===== config.mk =====
export PLATFORM = sky130hd
export DESIGN_NAME = bitmap_contiguous_allocator
export DESIGN_NICKNAME = d
export VERILOG_FILES = /design/src/hdl/bca_pkg.sv /design/src/hdl/bitmap_contiguous_allocator.sv /design/src/hdl/bca_cell.sv /design/src/hdl/bca_scan.sv
export SDC_FILE = /design/constraint.sdc
export NUM_CORES = 2
export LEC_CHECK = 0
export BUFFER_PORTS_ARGS = -buffer_cell sky130_fd_sc_hd__buf_2
export CAP_MARGIN = 10
export CORE_UTILIZATION = 50
export CTS_BUF_LIST = sky130_fd_sc_hd__clkbuf_2 sky130_fd_sc_hd__clkbuf_4 sky130_fd_sc_hd__clkbuf_8
export DETAILED_ROUTE_END_ITERATION = 8
export HOLD_SLACK_MARGIN = 0.1
export PLACE_DENSITY = 0.72
export SLEW_MARGIN = 40
export SYNTH_ARGS = -nofsm -noshare
export SYNTH_HDL_FRONTEND = slang
export SYNTH_HIERARCHICAL = 1
export SYNTH_SLANG_ARGS = --single-unit

===== constraint.sdc =====
create_clock -name clk -period 13.3 [get_ports clk]
set_input_delay 0.665 -clock clk [delete_from_list [all_inputs] [get_ports clk]]
set_output_delay 0.665 -clock clk [all_outputs]
set_load 0.01 [all_outputs]

===== src/hdl/bca_pkg.sv =====
package bca_pkg;

    localparam int WORD_BITS     = 32;
    localparam int POS_W         = 5;
    localparam int LEN_W         = 6;
    localparam int COUNT_W       = 11;
    localparam int RUN_W         = 12;
    localparam int START_W       = 10;
    localparam int FOUND_W       = 10;
    localparam int ADDR_W        = 32;
    localparam int SHIFT_W       = 5;
    localparam int CFG_INDEX_W   = 1;
    localparam int UNITS_DEFAULT = 1024;

    localparam logic CMD_ALLOC   = 1'b0;
    localparam logic CMD_RESERVE = 1'b1;

    localparam logic [CFG_INDEX_W-1:0] REG_BASE_ADDRESS = 1'b0;
    localparam logic [CFG_INDEX_W-1:0] REG_UNIT_SHIFT   = 1'b1;

    localparam logic [ADDR_W-1:0]  BASE_RESET  = 32'd0;
    localparam logic [SHIFT_W-1:0] SHIFT_RESET = 5'd12;

    typedef struct packed {
        logic               cmd;
        logic [COUNT_W-1:0] count;
        logic [START_W-1:0] start_index;
    } req_t;

    typedef struct packed {
        logic               ok;
        logic [FOUND_W-1:0] found_index;
        logic [ADDR_W-1:0]  address;
    } rsp_t;

    typedef struct packed {
        logic             hit;
        logic [RUN_W-1:0] run_out;
    } scan_t;

    // units past the end of the map are held as used
    function automatic logic [WORD_BITS-1:0] pad_word(input int units, input int idx);
        logic [WORD_BITS-1:0] w;
        w = '0;
        for (int p = 0; p < WORD_BITS; p++)
        begin
            w[p] = ((idx * WORD_BITS + p) >= units);
        end
        return w;
    endfunction

endpackage


===== src/hdl/bitmap_contiguous_allocator.sv =====
// First-fit allocator over a bitmap of UNITS units, held as a ring of 32-bit cells that
// rotates one word per cycle, while scanning or marking, past a single scan head. An
// allocate item takes one rotation of NW = ceil(UNITS/32) words to find the first free
// run and, on success, a second rotation to mark it; a failed allocate ends after the scan,
// a reserve marks in a single rotation, and a zero-count allocate or a reserve outside the
// map goes straight to done. busy stays high until the cycle after done. done is high for
// exactly one cycle and the receiver cannot stall it. The map is free after reset, with
// no clearing pass; the user must write configuration only while busy is low (not enforced).
module bitmap_contiguous_allocator #(
    parameter int UNITS = bca_pkg::UNITS_DEFAULT
) (
    input  logic                              clk,
    input  logic                              rst_n,
    input  logic                              start,
    output logic                              busy,
    input  bca_pkg::req_t                     req,
    output logic                              done,
    output bca_pkg::rsp_t                     rsp,
    input  logic                              cfg_we,
    input  logic [bca_pkg::CFG_INDEX_W-1:0]   cfg_index,
    input  logic [bca_pkg::ADDR_W-1:0]        cfg_data
);

    localparam int NW  = (UNITS + bca_pkg::WORD_BITS - 1) / bca_pkg::WORD_BITS;
    localparam int WCW = (NW > 1) ? $clog2(NW) : 1;
    localparam int IW  = $clog2(UNITS);
    localparam logic [WCW-1:0] LAST_WORD = WCW'(NW - 1);

    typedef enum logic [3:0] {
        ST_IDLE = 4'b0001,
        ST_SCAN = 4'b0010,
        ST_MARK = 4'b0100,
        ST_DONE = 4'b1000
    } state_t;

    state_t                        state_reg, state_next;
    logic [bca_pkg::COUNT_W-1:0]   count_reg, count_next;
    logic [IW-1:0]                 first_reg, first_next;
    logic [bca_pkg::RUN_W-1:0]     run_reg, run_next;
    logic [WCW-1:0]                wcnt_reg, wcnt_next;
    logic                          found_reg, found_next;
    logic                          ok_reg, ok_next;
    logic [bca_pkg::ADDR_W-1:0]    base_reg;
    logic [bca_pkg::SHIFT_W-1:0]   shift_reg;

    logic [bca_pkg::WORD_BITS-1:0] ring_q [NW];
    logic [bca_pkg::WORD_BITS-1:0] feed;
    logic [bca_pkg::WORD_BITS-1:0] mark_mask;
    logic [IW-1:0]                 hit_start;
    logic [bca_pkg::ADDR_W-1:0]    first32;
    logic                          rotate;
    bca_pkg::scan_t                scan;

    assign rotate = (state_reg == ST_SCAN) || (state_reg == ST_MARK);
    assign feed   = (state_reg == ST_MARK) ? (ring_q[0] | mark_mask) : ring_q[0];

    genvar gi;
    generate
        for (gi = 0; gi < NW; gi++)
        begin : g_cell
            localparam logic [bca_pkg::WORD_BITS-1:0] RW = bca_pkg::pad_word(UNITS, gi);
            if (gi == NW - 1)
            begin : g_tail
                bca_cell #(.RESET_WORD(RW)) u_cell (
                    .clk   (clk),
                    .rst_n (rst_n),
                    .shift (rotate),
                    .d     (feed),
                    .q     (ring_q[gi])
                );
            end
            else
            begin : g_body
                bca_cell #(.RESET_WORD(RW)) u_cell (
                    .clk   (clk),
                    .rst_n (rst_n),
                    .shift (rotate),
                    .d     (ring_q[gi+1]),
                    .q     (ring_q[gi])
                );
            end
        end
    endgenerate

    bca_scan #(.UNITS(UNITS)) u_scan (
        .word      (ring_q[0]),
        .run_in    (run_reg),
        .count     (count_reg),
        .word_idx  (wcnt_reg),
        .first     (first_reg),
        .scan      (scan),
        .hit_start (hit_start),
        .mark_mask (mark_mask)
    );

    always_comb
    begin
        state_next = state_reg;
        count_next = count_reg;
        first_next = first_reg;
        run_next   = run_reg;
        wcnt_next  = wcnt_reg;
        found_next = found_reg;
        ok_next    = ok_reg;
        unique case (state_reg)
            ST_IDLE:
            begin
                if (start)
                begin
                    count_next = req.count;
                    run_next   = '0;
                    wcnt_next  = '0;
                    found_next = 1'b0;
                    if (req.cmd == bca_pkg::CMD_ALLOC)
                    begin
                        if (req.count == '0)
                        begin
                            ok_next    = 1'b1;
                            first_next = '0;
                            state_next = ST_DONE;
                        end
                        else
                        begin
                            state_next = ST_SCAN;
                        end
                    end
                    else if (32'(req.start_index) >= 32'(UNITS))
                    begin
                        ok_next    = 1'b0;
                        first_next = '0;
                        state_next = ST_DONE;
                    end
                    else
                    begin
                        ok_next    = 1'b1;
                        first_next = IW'(req.start_index);
                        state_next = ST_MARK;
                    end
                end
            end
            ST_SCAN:
            begin
                run_next  = scan.run_out;
                wcnt_next = wcnt_reg + 1'b1;
                if (!found_reg && scan.hit)
                begin
                    found_next = 1'b1;
                    first_next = hit_start;
                end
                if (wcnt_reg == LAST_WORD)
                begin
                    wcnt_next = '0;
                    if (found_reg || scan.hit)
                    begin
                        ok_next    = 1'b1;
                        state_next = ST_MARK;
                    end
                    else
                    begin
                        ok_next    = 1'b0;
                        first_next = '0;
                        state_next = ST_DONE;
                    end
                end
            end
            ST_MARK:
            begin
                wcnt_next = wcnt_reg + 1'b1;
                if (wcnt_reg == LAST_WORD)
                begin
                    wcnt_next  = '0;
                    state_next = ST_DONE;
                end
            end
            ST_DONE:
            begin
                state_next = ST_IDLE;
            end
            default:
            begin
                state_next = ST_IDLE;
            end
        endcase
    end

    always_ff @(posedge clk or negedge rst_n)
    begin
        if (!rst_n)
        begin
            state_reg <= ST_IDLE;
            wcnt_reg  <= '0;
            found_reg <= 1'b0;
            ok_reg    <= 1'b0;
            first_reg <= '0;
        end
        else
        begin
            state_reg <= state_next;
            wcnt_reg  <= wcnt_next;
            found_reg <= found_next;
            ok_reg    <= ok_next;
            first_reg <= first_next;
        end
    end

    always_ff @(posedge clk)
    begin
        count_reg <= count_next;
        run_reg   <= run_next;
    end

    always_ff @(posedge clk or negedge rst_n)
    begin
        if (!rst_n)
        begin
            base_reg  <= bca_pkg::BASE_RESET;
            shift_reg <= bca_pkg::SHIFT_RESET;
        end
        else if (cfg_we)
        begin
            unique case (cfg_index)
                bca_pkg::REG_BASE_ADDRESS: base_reg  <= cfg_data;
                bca_pkg::REG_UNIT_SHIFT:   shift_reg <= cfg_data[bca_pkg::SHIFT_W-1:0];
                default:                   base_reg  <= base_reg;
            endcase
        end
    end

    assign first32 = 32'(first_reg);

    assign busy            = (state_reg != ST_IDLE);
    assign done            = (state_reg == ST_DONE);
    assign rsp.ok          = ok_reg;
    assign rsp.found_index = first32[bca_pkg::FOUND_W-1:0];
    assign rsp.address     = ok_reg ? (base_reg + (first32 << shift_reg)) : '0;

    assert property (@(posedge clk) disable iff (!rst_n) done |=> !done)
        else $error("done longer than one cycle");

    assert property (@(posedge clk) disable iff (!rst_n) (start && !busy) |=> busy)
        else $error("item accepted but block not busy");

    assert property (@(posedge clk) disable iff (!rst_n)
        (done && !rsp.ok) |-> (rsp.address == '0 && rsp.found_index == '0))
        else $error("failed item carries nonzero index or address");

    assert property (@(posedge clk) disable iff (!rst_n)
        (state_reg == ST_MARK) |-> ok_reg)
        else $error("marking pass without success");

endmodule


===== src/hdl/bca_cell.sv =====
module bca_cell #(
    parameter logic [bca_pkg::WORD_BITS-1:0] RESET_WORD = '0
) (
    input  logic                          clk,
    input  logic                          rst_n,
    input  logic                          shift,
    input  logic [bca_pkg::WORD_BITS-1:0] d,
    output logic [bca_pkg::WORD_BITS-1:0] q
);

    logic [bca_pkg::WORD_BITS-1:0] word_reg;

    always_ff @(posedge clk or negedge rst_n)
    begin
        if (!rst_n)
        begin
            word_reg <= RESET_WORD;
        end
        else if (shift)
        begin
            word_reg <= d;
        end
    end

    assign q = word_reg;

endmodule


===== src/hdl/bca_scan.sv =====
module bca_scan #(
    parameter int UNITS  = bca_pkg::UNITS_DEFAULT,
    localparam int NW  = (UNITS + bca_pkg::WORD_BITS - 1) / bca_pkg::WORD_BITS,
    localparam int WCW = (NW > 1) ? $clog2(NW) : 1,
    localparam int IW  = $clog2(UNITS)
) (
    input  logic [bca_pkg::WORD_BITS-1:0] word,
    input  logic [bca_pkg::RUN_W-1:0]     run_in,
    input  logic [bca_pkg::COUNT_W-1:0]   count,
    input  logic [WCW-1:0]                word_idx,
    input  logic [IW-1:0]                 first,
    output bca_pkg::scan_t                scan,
    output logic [IW-1:0]                 hit_start,
    output logic [bca_pkg::WORD_BITS-1:0] mark_mask
);

    localparam int GW  = WCW + bca_pkg::POS_W;
    localparam int SW  = ((GW > bca_pkg::COUNT_W) ? GW : bca_pkg::COUNT_W) + 2;
    localparam int WB  = bca_pkg::WORD_BITS;

    logic [bca_pkg::LEN_W-1:0] len_s [0:bca_pkg::POS_W][0:WB-1];
    logic [bca_pkg::RUN_W-1:0] total [0:WB-1];
    logic [WB-1:0]             hit_vec;
    logic [bca_pkg::POS_W-1:0] hit_pos;
    logic [SW-1:0]             start_sum;
    logic [SW-1:0]             end_sum;
    logic [SW-1:0]             gpos;

    // free run ending at each bit, by doubling windows
    always_comb
    begin
        for (int p = 0; p < WB; p++)
        begin
            len_s[0][p] = bca_pkg::LEN_W'(!word[p]);
        end
        for (int k = 0; k < bca_pkg::POS_W; k++)
        begin
            for (int p = 0; p < WB; p++)
            begin
                if (p >= (1 << k) && len_s[k][p] == bca_pkg::LEN_W'(1 << k))
                begin
                    len_s[k+1][p] = bca_pkg::LEN_W'(1 << k)
                                  + len_s[k][(p >= (1 << k)) ? p - (1 << k) : 0];
                end
                else
                begin
                    len_s[k+1][p] = len_s[k][p];
                end
            end
        end
    end

    always_comb
    begin
        for (int p = 0; p < WB; p++)
        begin
            if (len_s[bca_pkg::POS_W][p] == bca_pkg::LEN_W'(p + 1))
            begin
                total[p] = run_in + bca_pkg::RUN_W'(p + 1);
            end
            else
            begin
                total[p] = bca_pkg::RUN_W'(len_s[bca_pkg::POS_W][p]);
            end
            hit_vec[p] = (total[p] >= bca_pkg::RUN_W'(count));
        end
        hit_pos = '0;
        for (int p = WB - 1; p >= 0; p--)
        begin
            if (hit_vec[p])
            begin
                hit_pos = bca_pkg::POS_W'(p);
            end
        end
    end

    assign scan.hit     = |hit_vec;
    assign scan.run_out = total[WB-1];

    assign start_sum = SW'({word_idx, hit_pos}) + SW'(1) - SW'(count);
    assign hit_start = start_sum[IW-1:0];

    assign end_sum = SW'(first) + SW'(count);

    always_comb
    begin
        gpos = '0;
        for (int p = 0; p < WB; p++)
        begin
            gpos         = SW'({word_idx, bca_pkg::POS_W'(p)});
            mark_mask[p] = (gpos >= SW'(first)) && (gpos < end_sum);
        end
    end

endmodule


## Word level (Yosys, flattened, before mapping)

Index checks and enable logic that the tools add are counted.

- Input bits: 59
- Logic and storage cells: 751
- Register bits after elaboration: 1,105

- Order comparisons: 96
- Mux-type cells: 223
- Eq/ne operators: 140
- Bitwise gates (word level): 2
- Reduce and logical (&&, ||, !) cells: 82
- Shifts and indexed selects: 1
- Add/subtract/negate cells: 166

Operator list:

| operator | number |
|---|---|
| 6-bit 2-to-1 mux | 103 |
| 10-bit by 13-bit less-than comparator with 1-bit output | 32 |
| 12-bit 2-to-1 mux | 33 |
| 12-bit by 11-bit greater-or-equal comparator with 1-bit output | 32 |
| 10-bit greater-or-equal comparator | 32 |
| 12-bit by 5-bit adder with 12-bit output, second input constant | 16 |
| 6-bit by 2-bit == test with 1-bit output, second input constant | 32 |
| 6-bit by 3-bit == test with 1-bit output, second input constant | 32 |
| 6-bit by 4-bit == test with 1-bit output, second input constant | 32 |
| 6-bit by 5-bit == test with 1-bit output, second input constant | 32 |
| 2-bit by 6-bit adder with 6-bit output, first input constant | 29 |
| 5-bit 2-to-1 mux | 34 |
| 3-bit by 6-bit adder with 6-bit output, first input constant | 27 |
| 4-bit by 6-bit adder with 6-bit output, first input constant | 23 |
| 12-bit by 4-bit adder with 12-bit output, second input constant | 8 |
| 5-bit by 6-bit adder with 6-bit output, first input constant | 15 |
| 32-bit 2-to-1 mux | 2 |
| 1-bit by 1-bit adder with 2-bit output, first input constant | 31 |
| 10-bit 2-to-1 mux | 6 |
| 2-bit 2-to-1 mux | 26 |
| 12-bit by 3-bit adder with 12-bit output, second input constant | 4 |
| 1-bit logical AND | 33 |
| 1-bit logical NOT | 33 |
| 32-bit adder | 1 |
| other kinds (39) | 62 |

## Longest topological paths before layout

- Word-level depth: 52
- Mapped depth: 36

## By module

The synthesis kept the hierarchy.

Modules (own cells, without submodules):

| module | times used | area an instance (µm²) | cells each | sequential area each (µm²) |
|---|---|---|---|---|
| bca_cell | 32 | 1,345.0 | 68 | 800.8 |
| bca_scan | 1 | 17,812.1 | 2,609 | 0.0 |
| bitmap_contiguous_allocator | 1 | 6,090.8 | 671 | 2,145.8 |

## Worst setup path after synthesis

OpenSTA, ideal clock, no wires.

- Kind: reg-to-reg
- From: reg g_cell[0].g_body.u_cell.word_reg, in the netlist g_cell[0].g_body.u_cell/q[14]
- To: reg first_reg[9]
- Setup time: 121 ps
- Buffers on the path: 1
- Arrival: 6,517 ps
- Setup slack: 6,662 ps
- Clock period less this slack: 6,638 ps
- Data required time: 13,179 ps
- Cell stages (with the launch flop): 30
- Cells stage by stage: dfrtp_1 -> buf_2 -> nor2_1 -> nand3_1 -> o311ai_1 -> a221o_1 -> nand3_1 -> o21a_1 -> ha_1 -> a21o_1 -> a2111oi_0 -> o21ai_0 -> a221o_1 -> or3_1 -> o311ai_0 -> a31oi_1 -> o31a_1 -> ha_1 -> inv_1 -> fa_1 -> inv_1 -> a21oi_1 -> o21ai_0 -> a21oi_1 -> o21bai_1 -> a21o_1 -> a21oi_1 -> xnor2_1 -> a22o_1 -> a22o_1

- Longest elaborated chain between the ends: 52

RTL lines:

| element | RTL line | RTL |
|---|---|---|
| from (decl) | bca_cell.sv:11 | `logic [bca_pkg::WORD_BITS-1:0] word_reg;` |
| from (signal assigned) | bca_cell.sv:17 | `word_reg <= RESET_WORD;` |
| from (signal assigned) | bca_cell.sv:21 | `word_reg <= d;` |
| branches (longest 31 deep; another with 2-bit by 6-bit adder with 6-bit output) | n/a |  |
| 5-bit 2-to-1 mux (*) (15 in series) | bca_scan.sv:70 | `if (hit_vec[p])` |
| 10-bit by 1-bit adder with 10-bit output (*) | bca_scan.sv:80 | `assign start_sum = SW'({word_idx, hit_pos}) + SW'(1) - SW'(count);` |
| 10-bit subtractor (*) | bca_scan.sv:80 |  |
| named net hit_start[9] | bitmap_contiguous_allocator.sv:49 | `logic [IW-1:0] hit_start;` |
| 10-bit 2-to-1 mux (*) | bitmap_contiguous_allocator.sv:145 | `if (!found_reg && scan.hit)` |
| 10-bit 2-to-1 mux | bitmap_contiguous_allocator.sv:153 | `if (found_reg \|\| scan.hit)` |
| 10-bit 2-to-1 mux (*) | bitmap_contiguous_allocator.sv:150 | `if (wcnt_reg == LAST_WORD)` |
| 10-bit case mux with 2 select lines (*) | bitmap_contiguous_allocator.sv:105 | `unique case (state_reg)` |
| to (signal assigned) | bitmap_contiguous_allocator.sv:202 | `first_reg <= first_next;` |
| to (decl) | bitmap_contiguous_allocator.sv:38 | `logic [IW-1:0] first_reg, first_next;` |

Mark *: on every way through the listed nets, which the timed path passes.
A chain may end at the register's enable or synchronous reset.

## Worst setup path in the final report

Ends and elaborated chain as after synthesis.

==> metrics <==
status=complete, no violations; worst setup path endpoint=first_reg[9]; Tmin final=approximately 8.5 ns; simple-gate share of the synthesized area=0.08654; gp weighted congestion=~0.97; Final Cell Area=between 70000 and 80000 um^2; initial antenna violation count=3; unrepaired setup endpoints after global routing=false; Max-slew headroom=0.3978; Fin. Hold Viols=0; area of the core=between 100000 and 150000 um^2; r2r setup slk=4.78 ns; total I/O pin count=approximately 100; CP Depth=28; placed cell area=just under 70000 um^2; largest family of logic cells by synthesized area=multiplexers; PwrDens=roughly 170 nW/um^2; Startpoint Class=flop; drt initial violations=roughly 3.8k; FF+latch count, synth=approximately 1.1k; final period utilization=0.6407; Final HPWL DP=124200 um; reg2reg start=g_cell[0].g_body.u_cell/q[14]; share of cells above drive strength 1=0.2903; vias per std cell=about 6; die width=367.9 um; post-CTS setup buffers=0; yosys warns=6; fin. max-slew vios=0; post-synthesis average cell area=12.27 um^2; fill count=around 11k; final hold slack=around 0.31 ns; slew at the pin closest to its max-slew limit=about 0.9 ns; Total Neg Setup Slack=0 ns; maximum vdd drop=roughly 0.095 mV; Setup crit end kind=flop; Nets=roughly 6k; CTS tree=yes; Post-route DRC=0; register area=about 28000 um^2; clock-pin slew on the worst setup and hold paths=around 0.06 ns; Synth cell types=just over 100; CP Launch Point=g_cell[0].g_body.u_cell/q[14]; Top Family by Delay on Critical Path=compound AO/OA/AOI/OAI gates; achievable frequency=between 0.1 and 0.15 GHz; r2r endpoint=first_reg[9]; largest net degree at the start of global routing=between 150 and 200; Total Wirelength=approximately 180000 um; Post-Synthesis Cells=5456; vias in the first global route=44.61k; cts repair resizes=0; max-cap viol count=0; Initial Utilization=0.5067; Crit-path slowest cell=nor2_1; ranking of synthesized cells by area=dfrtp_1 (40%), mux2_4 (22%), ha_1 (8.3%); CP Max Fanout=18; post-route ant nets=0; Die Ht=approximately 370 um; GR Overflow Total=0; CTS buffer count=175; Synth area leader=dfrtp_1; row cnt=between 100 and 150; clk root buf=clkbuf_8; Post-synth EDFFs=23; Synth Net Count=between 5k and 6k; worst path buffer plus inverter count=2; footprint of the multi-input gates=between 30000 and 40000 um^2; Clock Path Buffers=3; sequential element share of the synthesized area=0.4148; Mapped Area=approximately 67000 um^2; CTS sink cnt=around 1.1k; WP data required=between 10 and 15 ns; CP Class=flop to flop; Synth top area share=0.4033; Synth Area in Compound Gates=0.09513; Leak=roughly 35 nW; Clock Skew=approximately 0.075 ns; Post-Synth Adder-Cell Area=0.08407; slowest stage delay, CP=around 0.75 ns; All-Layer GR Usage=0.2635; Pre-antenna DRT Iters=5; data arrival time of the critical path=9.32 ns; max reg flops=approximately 990; worst hold path type=primary input to flop; CP most frequent cell=a21oi_1; Area Growth Syn to Fin=7.938%; via count=43.79k; IO buf count=103; Worst R2R Path Depth=28; fraction of synthesized area in multiplexers=0.2366; xor/xnor share of the synthesized area=0.03297; Synth Flop Type=dfrtp_1; WL per Instance=23.84 um; clk_lat worst skew=0.91 ns; first-pass GRT wire length=~280000 um; H-tree depth=4; final setup fails=0; area of the die=approximately 140000 um^2; hold_buf cts=56; Async SR Flop Fraction=0.9792
-- cell families (layout without fill, tap and decap cells) --
kind of cell	Yosys count	count (layout)
mux	1086	1086
fa+ha+maj	448	448
buf+inv	393	659
xor+xnor	252	252
flops	1105	1105
compound gates	958	958
other cells	0	3
simple gates	1214	1214
-- synth_stat cells, types with 79 or more instances --
| cell | n |
|---|---|
| nand2_1 | 244 |
| buf_12 | 96 |
| dfrtp_1 | 1079 |
| mux2_2 | 109 |
| o21ai_0 | 180 |
| inv_1 | 92 |
| a21oi_1 | 244 |
| xnor2_1 | 134 |
| nor2_1 | 479 |
| xor2_1 | 118 |
| mux2_4 | 960 |
| clkbuf_1 | 114 |
| ha_1 | 445 |
| nand3_1 | 79 |
| a21o_1 | 125 |
-- tightest hold or removal path, delay by kind of cell --
family,cells,cell delay [ns]
AND/OR/NAND/NOR,1,0.18
multiplexers,1,0.19
buffers and inverters,1,0.10
-- routing by layer --
layer	vias up	GRT usage	share of wire	wire, um
li1	20025	-	-	-
met1	22120	0.3798	0.46	82630
met2	1291	0.3949	0.44	78220
met3	357	0.03961	0.056	10030
met4	0	0.1102	0.042	7477
met5	-	0	0	0
-- area by class of cell --
type	instances	share of cell area
Antenna cell	3	0.0001039
Clock buffer	272	0.04783
Clock inverter	44	0.006338
Inverter	97	0.005143
Multi-Input combinational cell	3958	0.4974
Sequential cell	1105	0.3844
Tap cell	1755	0.03039
Timing Repair Buffer	246	0.02847
-- through the flow --
stage / utilization / instances / setup WS, ns / power, mW
after floorplan: - / 5456 / 6.662 / 7.582
after global placement: 0.5100 / 7095 / 5.160 / 8.782
after CTS: 0.5464 / 7476 / 4.976 / 12.11
after detailed placement: 0.5125 / 7104 / 4.960 / 8.855
after global routing: 0.5469 / 7480 / 4.307 / 12.81
final: 0.5469 / 7480 / 4.778 / 12.09
-- report_power, final --
group          switching (mW)  internal (mW)
Clock                    1.39           1.77
Sequential              0.167           3.52
Combinational            3.23           2.02
-- worst min path at each step --
stage / cells after the start / startpoint / slack, ns / to
floorplan: 0 / rst_n / 0.37 / base_reg[0]
global placement: 1 / g_cell[12].g_body.u_cell/q[29] / 0.48 / g_cell[12].g_body.u_cell/q[29]
detailed placement: 1 / g_cell[16].g_body.u_cell/q[31] / 0.49 / g_cell[15].g_body.u_cell/q[31]
CTS: 3 / cfg_we / 0.23 / shift_reg[1]
global route: 3 / cfg_we / 0.29 / shift_reg[3]
finish: 3 / cfg_we / 0.31 / shift_reg[3]
-- cells in the final DEF (no fill, tap or decap), types with 48 or more instances in the layout --
cell | netlist | final
nor2_1 | 479 | 475
xor2_1 | 118 | 118
buf_4 | 5 | 60
nand2_1 | 244 | 243
a21o_1 | 125 | 125
dfrtp_1 | 1079 | 1077
buf_2 | 30 | 102
nand3_1 | 79 | 79
mux2_4 | 960 | 960
o21ai_0 | 180 | 180
nand2b_1 | 55 | 55
ha_1 | 445 | 445
nor3_1 | 63 | 61
mux2_2 | 109 | 109
dlygate4sd3_1 | 0 | 56
a211oi_1 | 51 | 48
clkbuf_8 | 0 | 226
xnor2_1 | 134 | 134
a21oi_1 | 244 | 244
inv_1 | 92 | 87
(Power assumes the default switching activity.)
